--- config.mk ---
export PLATFORM = sky130hd
export DESIGN_NAME = circle_ring_pixel_classifier_unit
export DESIGN_NICKNAME = d
export VERILOG_FILES = /design/src/rtl/crpc_pkg.sv /design/src/rtl/circle_ring_pixel_classifier_unit.sv
export VERILOG_INCLUDE_DIRS = /design/src /design/src/rtl
export SDC_FILE = /design/constraint.sdc
export NUM_CORES = 2
export LEC_CHECK = 0
export BUFFER_PORTS_ARGS = -buffer_cell sky130_fd_sc_hd__buf_2
export CORE_UTILIZATION = 40
export DETAILED_ROUTE_END_ITERATION = 6
export GPL_TIMING_DRIVEN = 1
export HOLD_SLACK_MARGIN = 0.15
export PLACE_DENSITY = 0.57
export SKIP_CTS_REPAIR_TIMING = 1
export SLEW_MARGIN = 20
export SYNTH_ARGS = -nofsm -noshare
export SYNTH_HDL_FRONTEND = slang
export SYNTH_SLANG_ARGS = --single-unit
--- constraint.sdc ---
create_clock -name clk -period 15.5 [get_ports clk]
set_clock_uncertainty 0.15 [all_clocks]
set_input_delay 0.775 -clock clk [delete_from_list [all_inputs] [get_ports clk]]
set_output_delay 0.775 -clock clk [all_outputs]
set_load 0.02 [all_outputs]
--- src/rtl/circle_ring_pixel_classifier_unit_macros.svh ---
// assertion macros for the circle ring pixel classifier
// expects clk and rst_n in the scope where a macro is used
`ifndef CIRCLE_RING_PIXEL_CLASSIFIER_UNIT_MACROS_SVH
`define CIRCLE_RING_PIXEL_CLASSIFIER_UNIT_MACROS_SVH

// check a property on every rising clock edge outside reset
`define CRPC_ASSERT(label, prop, msg) \
    label: assert property (@(posedge clk) disable iff (!rst_n) (prop)) else $error(msg);

// check that a condition implies a consequence in the same cycle
`define CRPC_ASSERT_IMPLY(label, cond, cons, msg) \
    label: assert property (@(posedge clk) disable iff (!rst_n) (cond) |-> (cons)) \
        else $error(msg);

`endif

--- src/rtl/crpc_pkg.sv ---
// shared widths, register indexes and region codes of the circle ring pixel classifier
// no dependencies

package crpc_pkg;

    // field and datapath widths
    localparam int COORD_W      = 12;
    localparam int RADIUS_W     = 11;
    localparam int RCOUNT_W     = 4;
    localparam int COLOR_W      = 24;
    localparam int FHEIGHT_W    = 13;
    localparam int REACH_W      = 13;
    localparam int LO_W         = 12;
    localparam int SQ_W         = 24;
    localparam int D2_W         = 25;
    localparam int RING_IDX_W   = 3;
    localparam int BYTE_W       = 8;

    // configuration port
    localparam int CFG_IDX_W    = 3;
    localparam int CFG_DATA_W   = 24;

    // stream widths
    localparam int IN_TDATA_W   = 24;
    localparam int OUT_TDATA_W  = 32;
    localparam int OUT_TUSER_W  = 3;

    // default for the number of ring lanes
    localparam int MAX_RINGS_DEF = 8;

    // register indexes
    localparam logic [CFG_IDX_W-1:0] REG_CENTER_X     = 3'd0;
    localparam logic [CFG_IDX_W-1:0] REG_CENTER_Y     = 3'd1;
    localparam logic [CFG_IDX_W-1:0] REG_DISK_RADIUS  = 3'd2;
    localparam logic [CFG_IDX_W-1:0] REG_RING_COUNT   = 3'd3;
    localparam logic [CFG_IDX_W-1:0] REG_FILL_COLOR   = 3'd4;
    localparam logic [CFG_IDX_W-1:0] REG_FULL_HEIGHT  = 3'd5;
    localparam logic [CFG_IDX_W-1:0] REG_FRAME_HEIGHT = 3'd6;

    // region codes
    typedef logic [1:0] region_t;
    localparam region_t REGION_NONE = 2'd0;
    localparam region_t REGION_DISK = 2'd1;
    localparam region_t REGION_RING = 2'd2;
    localparam region_t REGION_RSVD = 2'd3;

    // one classified pixel
    typedef struct packed {
        logic [BYTE_W-1:0]     red_byte;
        logic [BYTE_W-1:0]     green_byte;
        logic [BYTE_W-1:0]     blue_byte;
        logic [RING_IDX_W-1:0] ring_index;
        region_t               region;
        logic                  paint;
    } pixel_result_t;

endpackage

--- src/rtl/circle_ring_pixel_classifier_unit.sv ---
// circle ring pixel classifier: five-stage pipeline, one pixel per clock when not stalled
// throughput: 1 pixel per cycle when the output does not stall, with per-lane 12x12 squarers;
// each stage a register with its own valid bit
// a stalled output only blocks upstream stages that hold data; bubbles fill up first
// reset (rst_n low, asynchronous) empties the pipeline and loads register defaults:
// radius 1, frame height 4096, all other registers 0
// depends on crpc_pkg and circle_ring_pixel_classifier_unit_macros.svh

`include "circle_ring_pixel_classifier_unit_macros.svh"

module circle_ring_pixel_classifier_unit #(
    parameter int MAX_RINGS = crpc_pkg::MAX_RINGS_DEF
) (
    input  logic                               clk,
    input  logic                               rst_n,
    // configuration write channel
    input  logic                               cfg_valid,
    output logic                               cfg_ready,
    input  logic [crpc_pkg::CFG_IDX_W-1:0]     cfg_index,
    input  logic [crpc_pkg::CFG_DATA_W-1:0]    cfg_data,
    // pixel input stream
    input  logic                               s_axis_tvalid,
    output logic                               s_axis_tready,
    input  logic [crpc_pkg::IN_TDATA_W-1:0]    s_axis_tdata,   // pixel_x[11:0], pixel_y[23:12]
    // result stream
    output logic                               m_axis_tvalid,
    input  logic                               m_axis_tready,
    output logic [crpc_pkg::OUT_TDATA_W-1:0]   m_axis_tdata,   // ring_index[2:0], blue[10:3],
                                                               // green[18:11], red[26:19], 0
    output logic [crpc_pkg::OUT_TUSER_W-1:0]   m_axis_tuser    // paint[0], region[2:1]
);
    import crpc_pkg::*;

    localparam int RC_W = $clog2(MAX_RINGS + 1);

    // configuration registers
    logic [COORD_W-1:0]   center_x_reg;
    logic [COORD_W-1:0]   center_y_reg;
    logic [RADIUS_W-1:0]  disk_radius_reg;
    logic [RCOUNT_W-1:0]  ring_count_reg;
    logic [COLOR_W-1:0]   fill_color_reg;
    logic                 full_height_reg;
    logic [FHEIGHT_W-1:0] frame_height_reg;

    assign cfg_ready = 1'b1;

    // register writes, unused indexes ignored
    always_ff @(posedge clk or negedge rst_n)
    begin
        if (!rst_n)
        begin
            center_x_reg     <= '0;
            center_y_reg     <= '0;
            disk_radius_reg  <= RADIUS_W'(1);
            ring_count_reg   <= '0;
            fill_color_reg   <= '0;
            full_height_reg  <= 1'b0;
            frame_height_reg <= FHEIGHT_W'(4096);
        end
        else if (cfg_valid && cfg_ready)
        begin
            case (cfg_index)
                REG_CENTER_X:     center_x_reg     <= cfg_data[COORD_W-1:0];
                REG_CENTER_Y:     center_y_reg     <= cfg_data[COORD_W-1:0];
                REG_DISK_RADIUS:  disk_radius_reg  <= cfg_data[RADIUS_W-1:0];
                REG_RING_COUNT:   ring_count_reg   <= cfg_data[RCOUNT_W-1:0];
                REG_FILL_COLOR:   fill_color_reg   <= cfg_data[COLOR_W-1:0];
                REG_FULL_HEIGHT:  full_height_reg  <= cfg_data[0];
                REG_FRAME_HEIGHT: frame_height_reg <= cfg_data[FHEIGHT_W-1:0];
                default:          ;
            endcase
        end
    end

    // derived configuration values
    logic [RC_W-1:0]    rc_sat;
    logic [REACH_W-1:0] reach;
    logic [LO_W-1:0]    lane_lo [MAX_RINGS];
    logic [MAX_RINGS-1:0] lane_on;

    always_comb
    begin
        if (int'(ring_count_reg) > MAX_RINGS)
            rc_sat = RC_W'(MAX_RINGS);
        else
            rc_sat = RC_W'(ring_count_reg);
        reach = REACH_W'(disk_radius_reg) + REACH_W'(1) + REACH_W'(int'(rc_sat) * 5);
        for (int k = 0; k < MAX_RINGS; k++)
        begin
            lane_lo[k] = LO_W'(disk_radius_reg) + LO_W'(5) + LO_W'(4 * k);
            lane_on[k] = (int'(rc_sat) > k);
        end
    end

    // stage valids and load enables
    logic v1_reg, v2_reg, v3_reg, v4_reg, v5_reg;
    logic en1, en2, en3, en4, en5;

    assign en5 = !v5_reg || m_axis_tready;
    assign en4 = !v4_reg || en5;
    assign en3 = !v3_reg || en4;
    assign en2 = !v2_reg || en3;
    assign en1 = !v1_reg || en2;
    assign s_axis_tready = en1;

    always_ff @(posedge clk or negedge rst_n)
    begin
        if (!rst_n)
        begin
            v1_reg <= 1'b0;
            v2_reg <= 1'b0;
            v3_reg <= 1'b0;
            v4_reg <= 1'b0;
            v5_reg <= 1'b0;
        end
        else
        begin
            if (en1) v1_reg <= s_axis_tvalid;
            if (en2) v2_reg <= v1_reg;
            if (en3) v3_reg <= v2_reg;
            if (en4) v4_reg <= v3_reg;
            if (en5) v5_reg <= v4_reg;
        end
    end

    // stage 1: absolute offsets and drawing box test
    logic [COORD_W-1:0] pixel_x, pixel_y;
    logic [COORD_W-1:0] adx_next, ady_next, adx_reg, ady_reg;
    logic               box_next, box1_reg;
    logic [REACH_W-1:0] px_ext, py_ext, cx_ext, ylim;

    assign pixel_x = s_axis_tdata[COORD_W-1:0];
    assign pixel_y = s_axis_tdata[2*COORD_W-1:COORD_W];

    always_comb
    begin
        px_ext = REACH_W'(pixel_x);
        py_ext = REACH_W'(pixel_y);
        cx_ext = REACH_W'(center_x_reg);
        ylim   = full_height_reg ? REACH_W'(frame_height_reg)
                                 : REACH_W'(center_y_reg) + reach;
        adx_next = (pixel_x >= center_x_reg) ? pixel_x - center_x_reg
                                             : center_x_reg - pixel_x;
        ady_next = (pixel_y >= center_y_reg) ? pixel_y - center_y_reg
                                             : center_y_reg - pixel_y;
        box_next = ((px_ext + reach) >= cx_ext) && (px_ext < (cx_ext + reach))
                   && (py_ext < ylim);
    end

    always_ff @(posedge clk)
    begin
        if (en1)
        begin
            adx_reg  <= adx_next;
            ady_reg  <= ady_next;
            box1_reg <= box_next;
        end
    end

    // stage 2: squares of offsets, radius and lower band edges
    logic [SQ_W-1:0] dx2_reg, dy2_reg, r2_s2_reg;
    logic [SQ_W-1:0] lo2_s2_reg [MAX_RINGS];
    logic            box2_reg;

    always_ff @(posedge clk)
    begin
        if (en2)
        begin
            dx2_reg   <= SQ_W'(adx_reg) * SQ_W'(adx_reg);
            dy2_reg   <= SQ_W'(ady_reg) * SQ_W'(ady_reg);
            r2_s2_reg <= SQ_W'(disk_radius_reg) * SQ_W'(disk_radius_reg);
            box2_reg  <= box1_reg;
            for (int k = 0; k < MAX_RINGS; k++)
                lo2_s2_reg[k] <= SQ_W'(lane_lo[k]) * SQ_W'(lane_lo[k]);
        end
    end

    // stage 3: squared distance and upper band edges, (lo+2)^2 = lo^2 + 4lo + 4
    logic [D2_W-1:0] d2_reg;
    logic [SQ_W-1:0] r2_s3_reg;
    logic [SQ_W-1:0] lo2_s3_reg [MAX_RINGS];
    logic [SQ_W-1:0] hi2_s3_reg [MAX_RINGS];
    logic            box3_reg;

    always_ff @(posedge clk)
    begin
        if (en3)
        begin
            d2_reg    <= D2_W'(dx2_reg) + D2_W'(dy2_reg);
            r2_s3_reg <= r2_s2_reg;
            box3_reg  <= box2_reg;
            for (int k = 0; k < MAX_RINGS; k++)
            begin
                lo2_s3_reg[k] <= lo2_s2_reg[k];
                hi2_s3_reg[k] <= lo2_s2_reg[k] + SQ_W'({lane_lo[k], 2'b00}) + SQ_W'(4);
            end
        end
    end

    // stage 4: disk and band compares
    logic                 disk_reg;
    logic [MAX_RINGS-1:0] hit_next, hit_reg;

    always_comb
    begin
        for (int k = 0; k < MAX_RINGS; k++)
            hit_next[k] = box3_reg && lane_on[k]
                          && (D2_W'(lo2_s3_reg[k]) < d2_reg)
                          && (d2_reg < D2_W'(hi2_s3_reg[k]));
    end

    always_ff @(posedge clk)
    begin
        if (en4)
        begin
            disk_reg <= box3_reg && (d2_reg <= D2_W'(r2_s3_reg));
            hit_reg  <= hit_next;
        end
    end

    // stage 5: first band wins, build the result
    pixel_result_t res_next, res_reg;
    logic                  found;
    logic [RING_IDX_W-1:0] ring_idx;

    always_comb
    begin
        found    = 1'b0;
        ring_idx = '0;
        for (int k = MAX_RINGS - 1; k >= 0; k--)
        begin
            if (hit_reg[k])
            begin
                found    = 1'b1;
                ring_idx = RING_IDX_W'(k);
            end
        end
        res_next = '0;
        if (disk_reg)
            res_next.region = REGION_DISK;
        else if (found)
        begin
            res_next.region     = REGION_RING;
            res_next.ring_index = ring_idx;
        end
        if (disk_reg || found)
        begin
            res_next.paint      = 1'b1;
            res_next.blue_byte  = fill_color_reg[7:0];
            res_next.green_byte = fill_color_reg[15:8];
            res_next.red_byte   = fill_color_reg[23:16];
        end
    end

    always_ff @(posedge clk)
    begin
        if (en5)
            res_reg <= res_next;
    end

    // output packing
    assign m_axis_tvalid = v5_reg;
    assign m_axis_tuser  = {res_reg.region, res_reg.paint};
    assign m_axis_tdata  = {5'b0, res_reg.red_byte, res_reg.green_byte, res_reg.blue_byte,
                            res_reg.ring_index};

    // checks
    `CRPC_ASSERT_IMPLY(a_empty_takes_input, !v5_reg, s_axis_tready, "empty pipeline not ready")
    `CRPC_ASSERT_IMPLY(a_no_rsvd_region, v5_reg, res_reg.region != REGION_RSVD, "bad region")
    `CRPC_ASSERT(a_unpainted_dark,
        !(v5_reg && !res_reg.paint && (m_axis_tdata[26:3] != '0)), "unpainted pixel has color")

endmodule
==> impl_metrics.tcl <==
set metrics [dict create \
    synth_compound_area_share_pct 9.08 \
    drt_pass1_iterations 5 \
    worstReg2RegStart "disk_radius_reg[0]" \
    grt_overflow 0 \
    period_share_pct 67.7 \
    status "finished clean" \
    yosysTopAreaCellShare_pct 24.0 \
    maxCapViolations 0 \
    grt_util_all_layers_pct 23.1 \
    crit_end "lo2_s2_reg[0][71]" \
    use_met1_pct 31.2 \
    grt_pass1_vias 60400 \
    ys_ff_latch 747 \
    postRouteAntennaNets 0 \
    clock_latency_ps 730 \
    worst_setup_path_end_kind "flop" \
    drt-initial-drc-count 4111 \
    busiest_layer "met2" \
    synth-adder-area-share_pct 40.0 \
    min_from "cfg_data[12]" \
    use_met3_pct 2.72 \
    synth_seq_area_share_pct 26.5 \
    die_h_um 458 \
    min_path_type "in -> reg" \
    r2r_setup_slack_ps 5010 \
    synth_cells 8189 \
    clk_path_buf_depth 3 \
    synthTopCellsByArea "edfxtp_1, fa_1, ha_1, inv_1, xnor2_1" \
    rr_worst_depth 29 \
    critPathMaxFanout 44 \
    synthSimpleGateAreaFrac_pct 10.2 \
    syn_to_final_growth_pct 9.34 \
    cts_tree "yes" \
    cts.clk_slew.worst_paths_ps 60 \
    critPathRequiredTime_ps 15820 \
    htree_levels 3 \
    dieArea_um2 210000 \
    cpPeakStageDelay_ps 1050 \
    die_w_um 458 \
    syn_area_per_cell_um2 10.2 \
    core_region_area_um2 206000 \
    finalCriticalPeriod_ps 10490 \
    synthMuxAreaShare_pct 0.941 \
    place_hpwl_um 185000 \
    synth_edf_count 665 \
    via_per_inst 5.27 \
    tns_ps 0 \
    synth_top_family_by_area "adder cells" \
    drive_gt1_share_pct 5.77 \
    start_util_pct 40.4 \
    cts-root-buf "clkbuf_16" \
    ys.flop_type "edfxtp_1" \
    io_buffers 87 \
    drt-wirelength-per-cell_um 21.6 \
    setup_viol 0 \
    async_reset_ff_share_pct 11.0 \
    syn_area_um2 83100 \
    finalHoldViolCount 0 \
    rsz0062_at_grt "false" \
    vias 58800 \
    start_kind "flop" \
    worst_pin_slew_ps 1080 \
    crit_type "reg -> reg" \
    fin_nets 10600 \
    cts_made_buffers 91 \
    antenna_found_initial 26 \
    cts.sinks 747 \
    slowest_stage "dfstp_4" \
    gp_congestion 0.909 \
    io_pins 94 \
    met2_usage_pct 38.5 \
    grt_first_pass_wirelength_um 367000 \
    rr_endpoint "lo2_s2_reg[0][71]" \
    routed_wl_um 241000 \
    synthXorXnorAreaFrac_pct 5.36 \
    rows 166 \
    max_freq_mhz 95.4 \
    synth.distinct_cells 90 \
    drv_slew 0 \
    grt_max_degree 139 \
    critical_path_arrival_ps 10810 \
    drc 0 \
    ys_warn_count 0 \
    relSlewSlack_pct 28.1 \
    synth_area_leader_cell "edfxtp_1" \
    crit_start "disk_radius_reg[0]" \
]
cells in the mapped netlist, types with 80 or more instances:
| cell | count |
|---|---|
| ha_1 | 1272 |
| o21ai_0 | 238 |
| edfxtp_1 | 665 |
| xnor2_1 | 377 |
| nand2_1 | 462 |
| nor2b_1 | 101 |
| a21o_1 | 206 |
| inv_1 | 1590 |
| dfrtp_1 | 80 |
| nor2_1 | 613 |
| a21oi_1 | 348 |
| xor2_1 | 124 |
| nand3_1 | 100 |
| and2_1 | 136 |
| fa_1 | 864 |
| clkbuf_1 | 122 |
| nor3_1 | 97 |
cells by family after synthesis:
kind of cell             after synthesis
buffers and inverters               1747
adder cells (fa/ha/maj)             2136
AND/OR/NAND/NOR                     1806
AO/OA/AOI/OAI                       1176
XOR/XNOR                             504
flip-flops                           747
other                                  2
multiplexers                          71
worst max-delay path, delay by kind of cell, from the launching register on:
| kind | cells | cell delay, ps |
|---|---|---|
| buffers and inverters | 7 | 1210 |
| flip-flops | 1 | 1050 |
| adder cells (fa/ha/maj) | 7 | 3540 |
| AND/OR/NAND/NOR | 5 | 1390 |
| AO/OA/AOI/OAI | 8 | 2500 |
| XOR/XNOR | 2 | 330 |
routing by layer:
layer,vias to the layer above,wire (um)
met5,-,41
met4,6,8070
met3,348,14100
met2,1552,113000
met1,29400,105000
li1,27500,-
worst min path at each step:
stage | endpoint | depth (start not counted)
after detailed placement | r2_s3_reg[16] | 0
after global routing | frame_height_reg[12] | 2
after global placement | r2_s3_reg[16] | 0
after CTS | fill_color_reg[21] | 1
after floorplan | box2_reg | 0
final | frame_height_reg[12] | 2
area by class of cell:
cell class	count	area [um^2]
tap	2688	3360
inverter	1605	6030
multi-input combinational	5726	54700
antenna	9	22.5
clock inverter	66	890
clock buffer	104	2330
timing repair buffer	220	1480
fill	19500	115000
sequential	747	22000
stage by stage:
step           cell area [um^2]  setup slack (ps)  util, %  hold slack, ps  cells
3_5_place_dp              87500              5210     42.6             255  11000
2_1_floorplan             83200              2500        -             250   8220
4_1_cts                   90700              5190     44.1            -316  11100
5_1_grt                   90900              4580     44.2             157  11200
3_3_place_gp              87500              5360     42.5             252  11000
6_report                  90900              5010     44.2             170  11200
placed cells by master (no fill, tap or decap), drive strengths merged, types with 57 or more instances in the layout:
master | Yosys | final
a21o | 206 | 206
a21oi | 349 | 349
and2 | 136 | 136
buf | 20 | 207
clkbuf | 122 | 104
dfrtp | 80 | 80
edfxtp | 665 | 665
fa | 864 | 864
ha | 1272 | 1272
inv | 1597 | 1602
mux2 | 57 | 57
nand2 | 463 | 463
nand2b | 64 | 64
nand3 | 100 | 100
nand4 | 60 | 60
nor2 | 616 | 616
nor2b | 102 | 102
nor3 | 97 | 97
o21a | 59 | 59
o21ai | 241 | 241
xnor2 | 379 | 379
xor2 | 125 | 125
Power is left out: the tool's default activity adds up to more than one toggle a clock period on the data nets, which glitch-free logic cannot reach.
